## src/sv/mpbm_pkg.sv

```systemverilog
// mpbm_pkg: shared widths, constants, mode and register codes, and the structs
// passed between the stages of the masked pixel blender
// no dependencies
package mpbm_pkg;

    localparam int FRAC_BITS  = 16;
    localparam int VAL_W      = 20;
    localparam int MASK_W     = FRAC_BITS + 1;
    localparam int PCT_W      = 7;
    localparam int PCT_MAX    = 100;
    localparam int PCT_ROUND  = PCT_MAX / 2;
    localparam int CFG_IDX_W  = 3;
    localparam int CFG_DATA_W = 7;

    // opacity * mask + rounding, and reciprocal of 100 for the weight
    localparam int WNUM_W      = 23;
    localparam int RECIP_W     = 16;
    localparam int RECIP_SHIFT = 22;
    localparam int RECIP_P_W   = WNUM_W + RECIP_W;
    localparam logic [RECIP_W-1:0] RECIP_100 = RECIP_W'((1 << RECIP_SHIFT) / PCT_MAX);

    localparam int MUL_W  = VAL_W + 1;
    localparam int PROD_W = 2 * MUL_W;
    localparam int WW_W   = 2 * MASK_W;
    localparam int XP_W   = VAL_W + 4;

    // divider for vivid light
    localparam int NUM_W      = MASK_W + FRAC_BITS;
    localparam int DEN_W      = MASK_W;
    localparam int Q_W        = NUM_W;
    localparam int DIV_STAGES = NUM_W;

    localparam int X_W   = Q_W + 2;
    localparam int WT_W  = MASK_W + 1;
    localparam int PA_W  = VAL_W + WT_W;
    localparam int PX_W  = X_W + WT_W;
    localparam int SUM_W = PX_W + 1;

    localparam logic [MASK_W-1:0] ONE_M  = MASK_W'(1 << FRAC_BITS);
    localparam logic [MASK_W-1:0] HALF_M = MASK_W'(1 << (FRAC_BITS - 1));

    typedef enum logic [3:0] {
        MODE_NORMAL,
        MODE_BOUNDED,
        MODE_LIGHTEN,
        MODE_DARKEN,
        MODE_MULTIPLY,
        MODE_AVERAGE,
        MODE_ADD,
        MODE_SUBTRACT,
        MODE_DIFFERENCE,
        MODE_SCREEN,
        MODE_OVERLAY,
        MODE_SOFTLIGHT,
        MODE_HARDLIGHT,
        MODE_VIVIDLIGHT,
        MODE_LINEARLIGHT,
        MODE_PINLIGHT
    } t_mode;

    typedef enum logic [CFG_IDX_W-1:0] {
        CFG_BLEND_MODE,
        CFG_SWAP,
        CFG_MASK_DISPLAY,
        CFG_OPACITY,
        CFG_MASK_INVERT
    } t_cfg_idx;

    typedef struct packed {
        t_mode             mode;
        logic              swap;
        logic              mask_display;
        logic [PCT_W-1:0]  opacity;
        logic              mask_invert;
    } t_cfg;

    // what the final mix needs, carried alongside the divider
    typedef struct packed {
        logic signed [VAL_W-1:0] base;
        logic signed [XP_W-1:0]  x_pre;
        logic [MASK_W-1:0]       weight;
        logic                    vsel;
        logic                    vneg;
    } t_mix_pl;

endpackage

```

## src/sv/mpbm_mix.sv

```systemverilog
// mpbm_mix: final weighted mix of base and mode term, rounding, clamping and
// mask display, two register stages; uses mpbm_pkg
module mpbm_mix (
    input  logic                              i_clk,
    input  logic                              i_rst_n,
    input  logic                              i_en,
    input  mpbm_pkg::t_cfg                    i_cfg,
    input  logic                              i_valid,
    input  mpbm_pkg::t_mix_pl                 i_pl,
    input  logic [mpbm_pkg::Q_W-1:0]          i_quo,
    output logic                              o_valid,
    output logic signed [mpbm_pkg::VAL_W-1:0] o_value
);

    localparam int FB    = mpbm_pkg::FRAC_BITS;
    localparam int VAL_W = mpbm_pkg::VAL_W;
    localparam int X_W   = mpbm_pkg::X_W;
    localparam int WT_W  = mpbm_pkg::WT_W;
    localparam int PA_W  = mpbm_pkg::PA_W;
    localparam int PX_W  = mpbm_pkg::PX_W;
    localparam int SUM_W = mpbm_pkg::SUM_W;

    localparam logic signed [X_W-1:0]   ONE_X  = X_W'(1 << FB);
    localparam logic signed [WT_W-1:0]  ONE_T  = WT_W'(1 << FB);
    localparam logic signed [SUM_W-1:0] HALF_S = SUM_W'(1 << (FB - 1));
    localparam logic signed [SUM_W-1:0] ONE_S  = SUM_W'(1 << FB);
    localparam logic signed [SUM_W-1:0] MAX_S  = SUM_W'((1 << (VAL_W - 1)) - 1);
    localparam logic signed [SUM_W-1:0] MIN_S  = -SUM_W'(1 << (VAL_W - 1));

    logic                    r1_v, r2_v;
    logic signed [PA_W-1:0]  r1_pa;
    logic signed [PX_W-1:0]  r1_px;
    logic signed [VAL_W-1:0] r2_val;

    logic signed [X_W-1:0]   x;
    logic signed [WT_W-1:0]  wt, wc;
    logic signed [PA_W-1:0]  n_pa;
    logic signed [PX_W-1:0]  n_px;

    always_comb begin
        if (i_pl.vsel) begin
            x = i_pl.vneg ? (ONE_X - $signed(X_W'(i_quo))) : $signed(X_W'(i_quo));
        end else begin
            x = X_W'(i_pl.x_pre);
        end
        wt   = $signed(WT_W'(i_pl.weight));
        wc   = ONE_T - wt;
        n_pa = PA_W'(i_pl.base) * PA_W'(wc);
        n_px = PX_W'(x) * PX_W'(wt);
    end

    logic signed [SUM_W-1:0] s, r;
    logic signed [VAL_W-1:0] n_val;

    always_comb begin
        s = SUM_W'(r1_pa) + SUM_W'(r1_px) + HALF_S;
        r = s >>> FB;
        if (i_cfg.mask_display) begin
            n_val = '0;
        end else if (i_cfg.mode == mpbm_pkg::MODE_NORMAL) begin
            // unbounded normal saturates to the field range
            if (r > MAX_S) begin
                n_val = MAX_S[VAL_W-1:0];
            end else if (r < MIN_S) begin
                n_val = MIN_S[VAL_W-1:0];
            end else begin
                n_val = r[VAL_W-1:0];
            end
        end else begin
            if (r < 0) begin
                n_val = '0;
            end else if (r > ONE_S) begin
                n_val = ONE_S[VAL_W-1:0];
            end else begin
                n_val = r[VAL_W-1:0];
            end
        end
    end

    always_ff @(posedge i_clk) begin
        if (!i_rst_n) begin
            r1_v <= 1'b0;
            r2_v <= 1'b0;
        end else if (i_en) begin
            r1_v <= i_valid;
            r2_v <= r1_v;
        end
    end

    always_ff @(posedge i_clk) begin
        if (i_en) begin
            r1_pa  <= n_pa;
            r1_px  <= n_px;
            r2_val <= n_val;
        end
    end

    assign o_valid = r2_v;
    assign o_value = r2_val;

endmodule

```

## config.mk

```make
export PLATFORM = sky130hd
export DESIGN_NAME = mpbm_mix
export DESIGN_NICKNAME = d
export VERILOG_FILES = /design/src/sv/mpbm_pkg.sv /design/src/sv/mpbm_mix.sv
export SDC_FILE = /design/constraint.sdc
export NUM_CORES = 2
export LEC_CHECK = 0
export BUFFER_PORTS_ARGS = -buffer_cell sky130_fd_sc_hd__buf_2
export CAP_MARGIN = 25
export CORE_UTILIZATION = 60
export CTS_CLUSTER_SIZE = 28
export DETAILED_ROUTE_END_ITERATION = 10
export PLACE_DENSITY = 0.87
export SLEW_MARGIN = 20
export SYNTH_ARGS = -nofsm -noshare
export SYNTH_HDL_FRONTEND = slang
export SYNTH_SLANG_ARGS = --single-unit
```

## constraint.sdc

```tcl
create_clock -name i_clk -period 34.1 [get_ports i_clk]
set_input_delay 6.82 -clock i_clk [delete_from_list [all_inputs] [get_ports i_clk]]
set_output_delay 6.82 -clock i_clk [all_outputs]
set_load 0.005 [all_outputs]
```

==> results.txt <==
----------------------------------------------------
[STA]
  Final Hold Viols ... 0
  Ratio of final minimum period to clock period ... 0.484
  Setup Total Neg Slack ... 0 ns
  Relative slew slack ... 0.229
  Clock period minus worst slack ... 16.51 ns
  Final slew viol count ... 0
  Worst Setup Slack, final ... 17.59 ns
  Unrepaired setup endpoints after global routing ... no
  Achievable Freq ... 0.0606 GHz
  Skew final ... 0.0108 ns
  Setup violators final ... 0
  Slew of the pin with the lowest slew margin ... 1.16 ns

[Clock network]
  Total of hold buffers inserted after clock tree synthesis ... 0
  Post CTS Setup Buffer Count ... 0
  Total of cells resized after clock tree synthesis ... 0
  Clock sink count ... 113
  Buffers from clock root to sink, at most ... 2
  Clock tree root driver cell ... clkbuf_16
  CTS tree ... built
  Clock insertion delay at the later pin of the skew report ... 0.43 ns
  Clock-pin slew reported for the worst setup and hold paths after clock tree synthesis ... 0.06 ns
  Num CTS Buffers ... 17
  Total number of H-tree levels ... 4

[Logic synthesis]
  Fraction of synthesized cell area taken by the top area cell type ... 0.438
  Dominant cell type by area after synthesis ... fa_1
  Flip-flop and latch count after synthesis ... 113
  Gate Count Post-Synth ... 4611
  Netlist area before placement ... 41900 µm²
  Number of enable flip-flop cells after synthesis ... 111
  Number of unique standard cell types used by synthesis ... 83
  Post-synthesis sequential area ratio ... 0.0806
  Net count of the mapped netlist ... 5966
  Total of warnings raised by yosys ... 0
  Top cells by area, synth ... fa_1 (44%), ha_1 (9.7%), inv_1 (9.6%)
  Async S/R FF share, synth ... 0
  Mean instance size in the synthesized netlist ... 9.08 µm²
  Most used DFF post-synth ... edfxtp_1

[Place]
  Count of buffers inserted at the top-level ports ... 125
  Final weighted congestion in routability-driven placement ... 0.935
  Post-detailed-placement half-perimeter wirelength ... 81000 µm
  Pre-CTS WS ... 17.29 ns

[Routing]
  Met2 wire length ... 48900 µm
  Met1 wire length ... 38500 µm
  Detailed-routed wire length on met3 ... 10200 µm
  Avg WL per Cell ... 18.6 µm
  Total routed wirelength ... 103000 µm
  Post-detailed-route DRC marker count ... 0
  Number of vias in the routed layout ... 32033
  Detail Route Antenna Nets ... 0
  Iter 0 DRT Violations ... 2765
  Average via count per standard cell ... 5.77
  DRT Pass-1 Iters ... 6
  Top layer in use ... met4

[Floorplan]
  Initial core utilization ... 0.608
  Top-level port count ... 135
  Die area ... 70800 µm²
  Row count ... 96
  Die boundary width ... 266 µm
  Vertical die dimension ... 266 µm
  Area of the placeable core ... 68800 µm²

[Global route]
  Global-route wire length before repair ... 171000 µm
  Overall global routing resource usage ... 0.306
  Pin count of the biggest net entering global routing ... 70
  Vias in the first global route ... 34585
  Global route overflow ... 0
  Number of antenna violations at the first check in global routing ... 5

[Finish]
  Final core utilization ... 0.639
  Layout area overhead ... 5.05%
  Ratio of cells with drive above 1 in the final layout ... 0.0585
  Nets ... 5960
  Count of fill cells added during filler insertion ... 5148

[Worst setup path]
  Arr. time, crit path ... 16.65 ns
  Largest fanout on the critical path ... 38
  Worst setup path class ... in -> reg
  Data required, critical path ... 34.24 ns
  Critical Path Source Type ... input pin
  Category of the worst setup path capture point ... flip-flop

[Worst hold path]
  Worst hold-check path type ... reg -> reg

[Run]
  Max-cap violation count ... 0

[Status]
  Run status ... completed

----------------------------------------------------
==> cells in the mapped netlist (15+ instances only) <==
cell	count
o21ai_0	61
clkbuf_1	186
nor3_1	29
o31ai_1	15
inv_1	1067
ha_1	325
edfxtp_1	111
nand2_1	601
or3_1	15
nand2b_1	21
nand3_1	29
and3_1	15
o21bai_1	17
fa_1	916
or2_2	18
a31oi_1	20
a21o_1	74
nand4_1	26
xnor2_1	103
o21ai_1	15
and2_1	388
a21oi_1	136
nor2b_1	31
nor2_1	119
o21a_1	23
xor2_1	70
==> per-stage QoR <==
step	hold slack, ns	std cells	area [µm²]
floorplan	0.482	4611	41900
global placement	0.493	5511	43300
detailed placement	0.509	5512	43300
CTS	0.523	5544	43900
global route	0.548	5551	44000
finish	0.514	5551	44000
==> worst max-delay path, cell delays in order <==
cell      delay (ns)
buf_2           0.45
or4_1           0.90
nor4_1          0.43
nand2b_1        0.12
nor4_1          0.63
nand2_1         0.24
xor2_2          0.83
nand2_1         0.19
fa_1            0.53
fa_1            0.49
inv_1           0.05
fa_1            0.48
inv_1           0.05
fa_1            0.40
fa_1            0.52
inv_1           0.05
fa_1            0.47
ha_1            0.23
or3_1           0.42
nor3_1          0.19
a21oi_1         0.14
a21oi_1         0.23
a21oi_1         0.17
a31oi_1         0.45
o21ai_0         0.16
a31oi_1         0.35
o21ai_0         0.17
xnor2_1         0.49
==> area by class of cell <==
cell class	instances	area [µm²]	area share
multi-input cells	3233	33800	0.769
clock buffers	17	425	0.00967
repair buffers	173	1020	0.0231
well taps	931	1160	0.0265
clock inverters	15	188	0.00427
inverters	1067	4010	0.0911
diodes	2	5.00	0.000114
flip-flops and latches	113	3370	0.0767
==> state kept, by name, summed over array words and instances, names as in the netlist <==
| signal | cells |
|---|---|
| r1_v | 1 |
| o_value | 20 |
| r1_pa | 38 |
| o_valid | 1 |
| r1_px | 53 |
==> cell usage in the layout (no fill, tap or decap), types with 60 or more instances in the layout <==
master,synthesis,final
a21o_1,74,74
buf_2,5,124
fa_1,916,916
a21oi_1,136,119
and2_1,388,388
edfxtp_1,111,111
xnor2_1,103,103
nand2_1,601,601
inv_1,1067,1067
ha_1,325,325
o21ai_0,61,60
xor2_1,70,69
nor2_1,119,119
==> logic make-up (layout without fill, tap and decap cells) <==
logic type / count (synthesis) / count (layout) / synth area share
compound gates: 467 / 467 / 0.0742
mux: 5 / 5 / 0.00120
buf+inv: 1265 / 1272 / 0.114
simple gates: 1347 / 1347 / 0.159
flops: 113 / 113 / 0.0806
fa+ha+maj: 1241 / 1241 / 0.535
other cells: 0 / 2 / 0
xor+xnor: 173 / 173 / 0.0362
==> layer usage <==
metal  up-vias  global-route usage
li1      13953                   -
met1     15924               0.389
met2      1762               0.510
met3       394              0.0544
met4         0               0.143
met5         -                   0
==> worst paths after layout <==
check                           startpoint     endpoint  slack [ns]  cells after the start
worst max-delay path               i_pl[4]    r1_pa[37]       17.59                     28
worst min-delay path               o_valid      o_valid        0.51                      2
worst max register to register   r1_pa[37]  o_value[14]       28.93                     15
worst min register to register     o_valid      o_valid        0.51                      2
Power is left out: the tool's default activity adds up to more than one toggle a clock period on the data nets, which glitch-free logic cannot reach.
