==> config.mk <==
export PLATFORM = sky130hd
export DESIGN_NAME = mpbm_front
export DESIGN_NICKNAME = d
export VERILOG_FILES = /design/src/sv/mpbm_pkg.sv /design/src/sv/mpbm_front.sv
export SDC_FILE = /design/constraint.sdc
export NUM_CORES = 2
export LEC_CHECK = 0
export ABC_CLOCK_PERIOD_IN_PS = 18700
export BUFFER_PORTS_ARGS = -buffer_cell sky130_fd_sc_hd__buf_2
export CAP_MARGIN = 20
export CORE_MARGIN = 5
export CORE_UTILIZATION = 60
export DETAILED_ROUTE_END_ITERATION = 7
export PLACE_DENSITY = 0.77
export SLEW_MARGIN = 10
export SYNTH_ARGS = -nofsm -noshare
export SYNTH_HDL_FRONTEND = slang
export SYNTH_SLANG_ARGS = --single-unit
export TNS_END_PERCENT = 100
==> constraint.sdc <==
create_clock -name i_clk -period 18.7 [get_ports i_clk]
set_clock_uncertainty 0.1 [all_clocks]
set_input_delay 0 -clock i_clk [delete_from_list [all_inputs] [get_ports i_clk]]
set_output_delay 0 -clock i_clk [all_outputs]
set_load 0.02 [all_outputs]
==> src/sv/mpbm_pkg.sv <==
// mpbm_pkg: shared widths, constants, mode and register codes, and the structs
// passed between the stages of the masked pixel blender
// no dependencies
package mpbm_pkg;

    localparam int FRAC_BITS  = 16;
    localparam int VAL_W      = 20;
    localparam int MASK_W     = FRAC_BITS + 1;
    localparam int PCT_W      = 7;
    localparam int PCT_MAX    = 100;
    localparam int PCT_ROUND  = PCT_MAX / 2;
    localparam int CFG_IDX_W  = 3;
    localparam int CFG_DATA_W = 7;

    // opacity * mask + rounding, and reciprocal of 100 for the weight
    localparam int WNUM_W      = 23;
    localparam int RECIP_W     = 16;
    localparam int RECIP_SHIFT = 22;
    localparam int RECIP_P_W   = WNUM_W + RECIP_W;
    localparam logic [RECIP_W-1:0] RECIP_100 = RECIP_W'((1 << RECIP_SHIFT) / PCT_MAX);

    localparam int MUL_W  = VAL_W + 1;
    localparam int PROD_W = 2 * MUL_W;
    localparam int WW_W   = 2 * MASK_W;
    localparam int XP_W   = VAL_W + 4;

    // divider for vivid light
    localparam int NUM_W      = MASK_W + FRAC_BITS;
    localparam int DEN_W      = MASK_W;
    localparam int Q_W        = NUM_W;
    localparam int DIV_STAGES = NUM_W;

    localparam int X_W   = Q_W + 2;
    localparam int WT_W  = MASK_W + 1;
    localparam int PA_W  = VAL_W + WT_W;
    localparam int PX_W  = X_W + WT_W;
    localparam int SUM_W = PX_W + 1;

    localparam logic [MASK_W-1:0] ONE_M  = MASK_W'(1 << FRAC_BITS);
    localparam logic [MASK_W-1:0] HALF_M = MASK_W'(1 << (FRAC_BITS - 1));

    typedef enum logic [3:0] {
        MODE_NORMAL,
        MODE_BOUNDED,
        MODE_LIGHTEN,
        MODE_DARKEN,
        MODE_MULTIPLY,
        MODE_AVERAGE,
        MODE_ADD,
        MODE_SUBTRACT,
        MODE_DIFFERENCE,
        MODE_SCREEN,
        MODE_OVERLAY,
        MODE_SOFTLIGHT,
        MODE_HARDLIGHT,
        MODE_VIVIDLIGHT,
        MODE_LINEARLIGHT,
        MODE_PINLIGHT
    } t_mode;

    typedef enum logic [CFG_IDX_W-1:0] {
        CFG_BLEND_MODE,
        CFG_SWAP,
        CFG_MASK_DISPLAY,
        CFG_OPACITY,
        CFG_MASK_INVERT
    } t_cfg_idx;

    typedef struct packed {
        t_mode             mode;
        logic              swap;
        logic              mask_display;
        logic [PCT_W-1:0]  opacity;
        logic              mask_invert;
    } t_cfg;

    // what the final mix needs, carried alongside the divider
    typedef struct packed {
        logic signed [VAL_W-1:0] base;
        logic signed [XP_W-1:0]  x_pre;
        logic [MASK_W-1:0]       weight;
        logic                    vsel;
        logic                    vneg;
    } t_mix_pl;

endpackage

==> src/sv/mpbm_front.sv <==
// mpbm_front: five register stages that turn mask and opacity into the weight
// and build the mode term ahead of the divider; uses mpbm_pkg
module mpbm_front (
    input  logic                              i_clk,
    input  logic                              i_rst_n,
    input  logic                              i_en,
    input  mpbm_pkg::t_cfg                    i_cfg,
    input  logic                              i_valid,
    input  logic signed [mpbm_pkg::VAL_W-1:0] i_base,
    input  logic signed [mpbm_pkg::VAL_W-1:0] i_blend,
    input  logic [mpbm_pkg::MASK_W-1:0]       i_mask,
    output logic                              o_valid,
    output mpbm_pkg::t_mix_pl                 o_pl,
    output logic [mpbm_pkg::MASK_W-1:0]       o_num,
    output logic [mpbm_pkg::DEN_W-1:0]        o_den
);

    localparam int VAL_W  = mpbm_pkg::VAL_W;
    localparam int MASK_W = mpbm_pkg::MASK_W;
    localparam int WNUM_W = mpbm_pkg::WNUM_W;
    localparam int MUL_W  = mpbm_pkg::MUL_W;
    localparam int PROD_W = mpbm_pkg::PROD_W;
    localparam int WW_W   = mpbm_pkg::WW_W;
    localparam int XP_W   = mpbm_pkg::XP_W;
    localparam int FB     = mpbm_pkg::FRAC_BITS;

    localparam logic signed [VAL_W-1:0]  ONE_V  = VAL_W'(1 << FB);
    localparam logic signed [MUL_W-1:0]  ONE_S  = MUL_W'(1 << FB);
    localparam logic signed [MUL_W-1:0]  HALF_S = MUL_W'(1 << (FB - 1));
    localparam logic signed [XP_W-1:0]   ONE_X  = XP_W'(1 << FB);
    localparam logic signed [PROD_W-1:0] HALF_P = PROD_W'(1 << (FB - 1));
    localparam logic [WW_W-1:0]          HALF_W = WW_W'(1 << (FB - 1));

    // stage 1
    logic                    r1_v;
    logic signed [VAL_W-1:0] r1_a, r1_b;
    logic [MASK_W-1:0]       r1_m;
    // stage 2
    logic                    r2_v;
    logic signed [VAL_W-1:0] r2_a, r2_b;
    logic [WNUM_W-1:0]       r2_xw;
    // stage 3
    logic                    r3_v;
    logic signed [VAL_W-1:0] r3_a, r3_b;
    logic [WNUM_W-1:0]       r3_xw;
    logic [MASK_W-1:0]       r3_q0;
    // stage 4
    logic                    r4_v;
    logic signed [VAL_W-1:0] r4_a, r4_b;
    logic [MASK_W-1:0]       r4_w;
    // stage 5
    logic                     r5_v;
    logic signed [PROD_W-1:0] r5_prod;
    logic [WW_W-1:0]          r5_ww;
    logic signed [XP_W-1:0]   r5_xs;
    logic                     r5_use_prod, r5_neg, r5_vsel, r5_vneg;
    logic signed [VAL_W-1:0]  r5_base;
    logic [MASK_W-1:0]        r5_w, r5_num;
    logic [mpbm_pkg::DEN_W-1:0] r5_den;

    // stage 1 logic
    logic [MASK_W-1:0]         m_c, m_i;
    logic [mpbm_pkg::PCT_W-1:0] pct_c;
    logic [WNUM_W-1:0]         n_xw;
    logic signed [VAL_W-1:0]   n_a, n_b;

    always_comb begin
        m_c   = (r1_m > mpbm_pkg::ONE_M) ? mpbm_pkg::ONE_M : r1_m;
        m_i   = i_cfg.mask_invert ? (mpbm_pkg::ONE_M - m_c) : m_c;
        pct_c = (i_cfg.opacity > mpbm_pkg::PCT_W'(mpbm_pkg::PCT_MAX)) ?
                mpbm_pkg::PCT_W'(mpbm_pkg::PCT_MAX) : i_cfg.opacity;
        n_xw  = WNUM_W'(pct_c) * WNUM_W'(m_i) + WNUM_W'(mpbm_pkg::PCT_ROUND);
        n_a   = i_cfg.swap ? r1_b : r1_a;
        n_b   = i_cfg.swap ? r1_a : r1_b;
    end

    // stage 2: reciprocal multiply
    logic [mpbm_pkg::RECIP_P_W-1:0] n_p;
    assign n_p = mpbm_pkg::RECIP_P_W'(r2_xw) * mpbm_pkg::RECIP_P_W'(mpbm_pkg::RECIP_100);

    // stage 3: quotient estimate is low by at most one
    logic [WNUM_W-1:0] rem;
    logic [MASK_W-1:0] n_w;
    always_comb begin
        rem = r3_xw - WNUM_W'(r3_q0) * WNUM_W'(mpbm_pkg::PCT_MAX);
        n_w = r3_q0 + MASK_W'(rem >= WNUM_W'(mpbm_pkg::PCT_MAX));
    end

    // stage 4: operand clipping, mode term, one product, weight square
    logic [MASK_W-1:0]        la, lb;
    logic                     la_hi, lb_hi;
    logic signed [MUL_W-1:0]  sla, slb, mul_a, mul_b;
    logic signed [XP_W-1:0]   xa, xb, xla, xlb, t_pin, n_xs;
    logic                     n_use_prod, n_neg, n_vsel, n_vneg;
    logic [MASK_W-1:0]        n_num;
    logic [mpbm_pkg::DEN_W-1:0] n_den;
    logic signed [VAL_W-1:0]  n_base;
    logic signed [PROD_W-1:0] n_prod;
    logic [WW_W-1:0]          n_ww;

    always_comb begin
        if (r4_a < 0) begin
            la = '0;
        end else if (r4_a > ONE_V) begin
            la = mpbm_pkg::ONE_M;
        end else begin
            la = r4_a[MASK_W-1:0];
        end
        if (r4_b < 0) begin
            lb = '0;
        end else if (r4_b > ONE_V) begin
            lb = mpbm_pkg::ONE_M;
        end else begin
            lb = r4_b[MASK_W-1:0];
        end
        la_hi = la > mpbm_pkg::HALF_M;
        lb_hi = lb > mpbm_pkg::HALF_M;
        sla   = $signed(MUL_W'(la));
        slb   = $signed(MUL_W'(lb));
        xa    = XP_W'(r4_a);
        xb    = XP_W'(r4_b);
        xla   = $signed(XP_W'(la));
        xlb   = $signed(XP_W'(lb));

        mul_a = '0;
        mul_b = '0;
        n_neg = 1'b0;
        n_use_prod = i_cfg.mode inside {mpbm_pkg::MODE_MULTIPLY, mpbm_pkg::MODE_SCREEN,
                                        mpbm_pkg::MODE_OVERLAY, mpbm_pkg::MODE_SOFTLIGHT,
                                        mpbm_pkg::MODE_HARDLIGHT};
        t_pin = lb_hi ? ((xlb <<< 1) - ONE_X) : (xlb <<< 1);
        n_xs  = '0;

        case (i_cfg.mode)
            mpbm_pkg::MODE_NORMAL, mpbm_pkg::MODE_BOUNDED: begin
                n_xs = xb;
            end
            mpbm_pkg::MODE_LIGHTEN: begin
                n_xs = (xa > xb) ? xa : xb;
            end
            mpbm_pkg::MODE_DARKEN: begin
                n_xs = (xa < xb) ? xa : xb;
            end
            mpbm_pkg::MODE_MULTIPLY: begin
                mul_a = MUL_W'(r4_a);
                mul_b = MUL_W'(r4_b);
            end
            mpbm_pkg::MODE_AVERAGE: begin
                n_xs = (xa + xb) >>> 1;
            end
            mpbm_pkg::MODE_ADD: begin
                n_xs = xa + xb;
            end
            mpbm_pkg::MODE_SUBTRACT: begin
                n_xs = xa + xb - ONE_X;
            end
            mpbm_pkg::MODE_DIFFERENCE: begin
                n_xs = (xa > xb) ? (xa - xb) : (xb - xa);
            end
            mpbm_pkg::MODE_SCREEN: begin
                mul_a = ONE_S - sla;
                mul_b = ONE_S - slb;
                n_neg = 1'b1;
            end
            mpbm_pkg::MODE_OVERLAY: begin
                if (la_hi) begin
                    mul_a = (ONE_S - sla) <<< 1;
                    mul_b = ONE_S - slb;
                    n_neg = 1'b1;
                end else begin
                    mul_a = sla <<< 1;
                    mul_b = slb;
                end
            end
            mpbm_pkg::MODE_HARDLIGHT: begin
                if (lb_hi) begin
                    mul_a = (ONE_S - sla) <<< 1;
                    mul_b = ONE_S - slb;
                    n_neg = 1'b1;
                end else begin
                    mul_a = sla <<< 1;
                    mul_b = slb;
                end
            end
            mpbm_pkg::MODE_SOFTLIGHT: begin
                if (lb_hi) begin
                    mul_a = ONE_S - sla;
                    mul_b = ONE_S + HALF_S - slb;
                    n_neg = 1'b1;
                end else begin
                    mul_a = sla;
                    mul_b = slb + HALF_S;
                end
            end
            mpbm_pkg::MODE_VIVIDLIGHT: begin
                // saturated ends that skip the divider
                n_xs = (lb >= mpbm_pkg::ONE_M) ? ONE_X : '0;
            end
            mpbm_pkg::MODE_LINEARLIGHT: begin
                n_xs = xla + (xlb <<< 1) - ONE_X;
            end
            mpbm_pkg::MODE_PINLIGHT: begin
                if (lb_hi) begin
                    n_xs = (xla > t_pin) ? xla : t_pin;
                end else begin
                    n_xs = (xla < t_pin) ? xla : t_pin;
                end
            end
            default: begin
                n_xs = '0;
            end
        endcase

        n_vsel = (i_cfg.mode == mpbm_pkg::MODE_VIVIDLIGHT) &&
                 (lb_hi ? (lb < mpbm_pkg::ONE_M) : (lb != '0));
        n_vneg = !lb_hi;
        n_num  = lb_hi ? la : (mpbm_pkg::ONE_M - la);
        n_den  = lb_hi ? ((mpbm_pkg::ONE_M - lb) << 1) : (lb << 1);
        n_base = (i_cfg.mode >= mpbm_pkg::MODE_SCREEN) ? VAL_W'(sla) : r4_a;
        n_prod = PROD_W'(mul_a) * PROD_W'(mul_b);
        n_ww   = WW_W'(r4_w) * WW_W'(r4_w);
    end

    // stage 5: round the product, pick the term and the weight
    logic signed [PROD_W-1:0] rs;
    logic signed [XP_W-1:0]   mq, term;
    logic [WW_W-1:0]          ws;

    always_comb begin
        rs   = (r5_prod + HALF_P) >>> FB;
        mq   = rs[XP_W-1:0];
        term = r5_neg ? (ONE_X - mq) : mq;
        ws   = (r5_ww + HALF_W) >> FB;
        o_pl.base   = r5_base;
        o_pl.x_pre  = r5_use_prod ? term : r5_xs;
        o_pl.weight = (i_cfg.mode >= mpbm_pkg::MODE_OVERLAY) ? ws[MASK_W-1:0] : r5_w;
        o_pl.vsel   = r5_vsel;
        o_pl.vneg   = r5_vneg;
    end

    assign o_valid = r5_v;
    assign o_num   = r5_num;
    assign o_den   = r5_den;

    always_ff @(posedge i_clk) begin
        if (!i_rst_n) begin
            r1_v <= 1'b0;
            r2_v <= 1'b0;
            r3_v <= 1'b0;
            r4_v <= 1'b0;
            r5_v <= 1'b0;
        end else if (i_en) begin
            r1_v <= i_valid;
            r2_v <= r1_v;
            r3_v <= r2_v;
            r4_v <= r3_v;
            r5_v <= r4_v;
        end
    end

    always_ff @(posedge i_clk) begin
        if (i_en) begin
            r1_a        <= i_base;
            r1_b        <= i_blend;
            r1_m        <= i_mask;
            r2_a        <= n_a;
            r2_b        <= n_b;
            r2_xw       <= n_xw;
            r3_a        <= r2_a;
            r3_b        <= r2_b;
            r3_xw       <= r2_xw;
            r3_q0       <= n_p[mpbm_pkg::RECIP_SHIFT +: MASK_W];
            r4_a        <= r3_a;
            r4_b        <= r3_b;
            r4_w        <= n_w;
            r5_prod     <= n_prod;
            r5_ww       <= n_ww;
            r5_xs       <= n_xs;
            r5_use_prod <= n_use_prod;
            r5_neg      <= n_neg;
            r5_vsel     <= n_vsel;
            r5_vneg     <= n_vneg;
            r5_base     <= n_base;
            r5_w        <= r4_w;
            r5_num      <= n_num;
            r5_den      <= n_den;
        end
    end

endmodule

==> run_results.csv <==
group,metric,value,unit
timing,finalCritPeriodShare,0.685,
drt,via_per_inst,5.84,
timing,relSlewSlack,0.233,
yosys,ys_top_cells_by_count,"1255 x inv_1, 871 x fa_1, 636 x ha_1",
yosys,yosysTopAreaCell,"fa_1",
hold_path,hold_class,"in -> reg",
grt,grt_max_degree,101,
setup_path,cp-end-kind,"flip-flop",
drt,ant_nets,0,
drt,drt_wl_total,160,mm
timing,setup_viol,0,
hold_path,hold_path_startpoint,"i_blend[2]",
grt,grt_remaining_overflow,0,
setup_path,cp.arrival,13.07,ns
yosys,synth_seq_cells,399,
final_layout,layout.cells.non_filler,7687,
grt,antenna_found_initial,4,
setup_path,cp-start-kind,"flip-flop",
die,die_y,324,um
placement,port_buffers,170,
setup_path,r2r_start,"r4_b[18]",
setup_path,critPathMaxStageDelay,0.70,ns
timing,tightestPinTransition,1.15,ns
die,row_count,115,
timing,slew_viol_final,0,
drt,vias,44900,
timing,whs,0.0120,ns
yosys,synth_edf_count,394,
clock_tree,cts_buffer_depth,3,
final_layout,area_growth,8.56,%
drt,wl_per_cell,20.8,um
yosys,synth_area_leaders,"fa_1 30%, edfxtp_1 20%, ha_1 13%, inv_1 8.0%, nand2_1 4.0%",
setup_path,crit_type,"reg -> reg",
setup_path,r2r-end,"r5_prod[39]",
die,core,0.0980,mm2
clock_tree,cts_tree,"yes",
placement,dp.cells,7487,
yosys,synth_flop_cell,"edfxtp_1",
yosys,yosys_warnings,0,
drt,drcViolationCount,0,
clock_tree,cts_resized,0,
timing,rsz0062_at_grt,"false",
timing,fin_tns_setup,0,ns
hold_path,whs_path_depth,2,
placement,dpl.hpwl,126,mm
yosys,ys_seq_area_frac,0.202,
clock_tree,htreeDepth,2,
yosys,netlist_area,0.0591,mm2
yosys,yosysMostFrequentCell,"inv_1",
setup_path,critPathMaxFanout,50,
setup_path,reg2reg_depth,40,
yosys,ys_types,101,
final_layout,drive_above_1_share,0.0720,
grt,first_global_vias,46500,
final_layout,nets,7946,
yosys,async_flop_share,0,
hold_path,holdPathEnd,"r1_b[2]",
grt,grt_first_pass_wirelength,253,mm
drt,dr.pass1.iters,8,
clock_tree,cts_root_buf,"clkbuf_16",
yosys,synth_top_area_frac,0.295,
clock_tree,cts_made_buffers,47,
setup_path,required,18.96,ns
status,status,"finished, final reports clean",
placement,gp_congestion,1.01,
setup_path,slowest_stage,"or3_1",
die,start_util,0.603,
timing,max_freq,0.0781,GHz
die,dieWidth,324,um
drt,dr.first_iter.drc_count,3950,
flow_run,max-cap-violations,0,
setup_path,ff2ff_setup_slack,5.89,ns
die,die_area,0.105,mm2
clock_tree,clock_latency,0.64,ns
yosys,synthCells,6144,
clock_tree,clock-sinks,399,
timing,hold_violations,0,
timing,timing.final.crit_period,12.81,ns
clock_tree,clk_pin_slew,0.06,ns
die,ioPinCount,173,
grt,grt_use_total,0.309,
yosys,syn-mean-instance-area,9.61,um2
setup_path,cpMostUsedCell,"fa_1",
-- logic make-up after synthesis --
group	after synthesis	synth area share
AND/OR/NAND/NOR	1611	0.124
adder cells (fa/ha/maj)	1507	0.430
buffers and inverters	1451	0.0942
AO/OA/AOI/OAI	797	0.0903
flip-flops	399	0.202
XOR/XNOR	289	0.0429
multiplexers	89	0.0165
other	1	0.0000635
-- per-stage QoR --
step | setup WS, ns | area [um2] | utilization
6_report | 5.89 | 64100 | 0.654
5_1_grt | 5.36 | 64100 | 0.654
4_1_cts | 6.22 | 64100 | 0.654
3_5_place_dp | 6.28 | 61300 | 0.626
3_3_place_gp | 6.49 | 61300 | 0.626
2_1_floorplan | 8.05 | 59100 | -
-- critical path, delay by kind of cell, from the launching register on --
family,cells,cell delay (ns)
flip-flops,1,0.69
adder cells (fa/ha/maj),9,4.15
AND/OR/NAND/NOR,11,3.41
XOR/XNOR,1,0.13
buffers and inverters,5,0.57
AO/OA/AOI/OAI,14,3.38
-- area by class of cell --
type | count | area, um2
diodes | 1 | 2.50
clock buffers | 53 | 1230
clock inverters | 31 | 372
fillers | 7686 | 33900
inverters | 1256 | 4720
multi-input cells | 4295 | 41600
flip-flops and latches | 399 | 11900
well taps | 1287 | 1610
repair buffers | 365 | 2630
-- worst max path at each step --
stage	from	end
2_1_floorplan	r4_b[1]	r5_prod[38]
3_3_place_gp	r4_b[3]	r5_prod[39]
3_5_place_dp	r4_b[3]	r5_prod[39]
4_1_cts	r4_b[3]	r5_prod[39]
5_1_grt	r4_b[3]	r5_prod[38]
6_report	r4_b[18]	r5_prod[39]
-- repair_timing --
| action | 4_1_cts | 5_1_grt |
|---|---|---|
| hold buffers | 113 | 0 |
| setup buffers | 0 | 0 |
| endpoints found under the hold margin | 157 | 0 |
-- layout by cell type, fill, tap and decap left out, drive strengths merged, types with 34 or more instances in the layout --
cell	Yosys	final
buf	67	252
nor3	77	77
xnor2	184	184
mux2	68	68
xor2	105	105
inv	1255	1258
a21oi	188	188
ha	636	636
nor2b	51	51
clkbuf	128	53
edfxtp	394	394
nor2	446	446
nand2	631	631
o21ai	219	219
and2	135	135
fa	871	871
dlygate4sd3	0	113
nand2b	34	34
nand3	83	83
a21o	59	59
-- state kept, by name, summed over array words and instances, names as in the netlist, 21 cells and up --
register,flops
r2_xw,23
r3_xw,21
r5_prod,25
r5_xs,22
-- layer usage --
metal | GRT usage | wire, um | part of all wire | vias up
met5 | 0 | 0 | 0 | -
met3 | 0.0482 | 12300 | 0.077 | 442
met2 | 0.517 | 76300 | 0.48 | 1934
met1 | 0.401 | 62100 | 0.39 | 22300
met4 | 0.145 | 9350 | 0.058 | 0
li1 | - | - | - | 20200
Power is left out: the tool's default activity adds up to more than one toggle a clock period on the data nets, which glitch-free logic cannot reach.
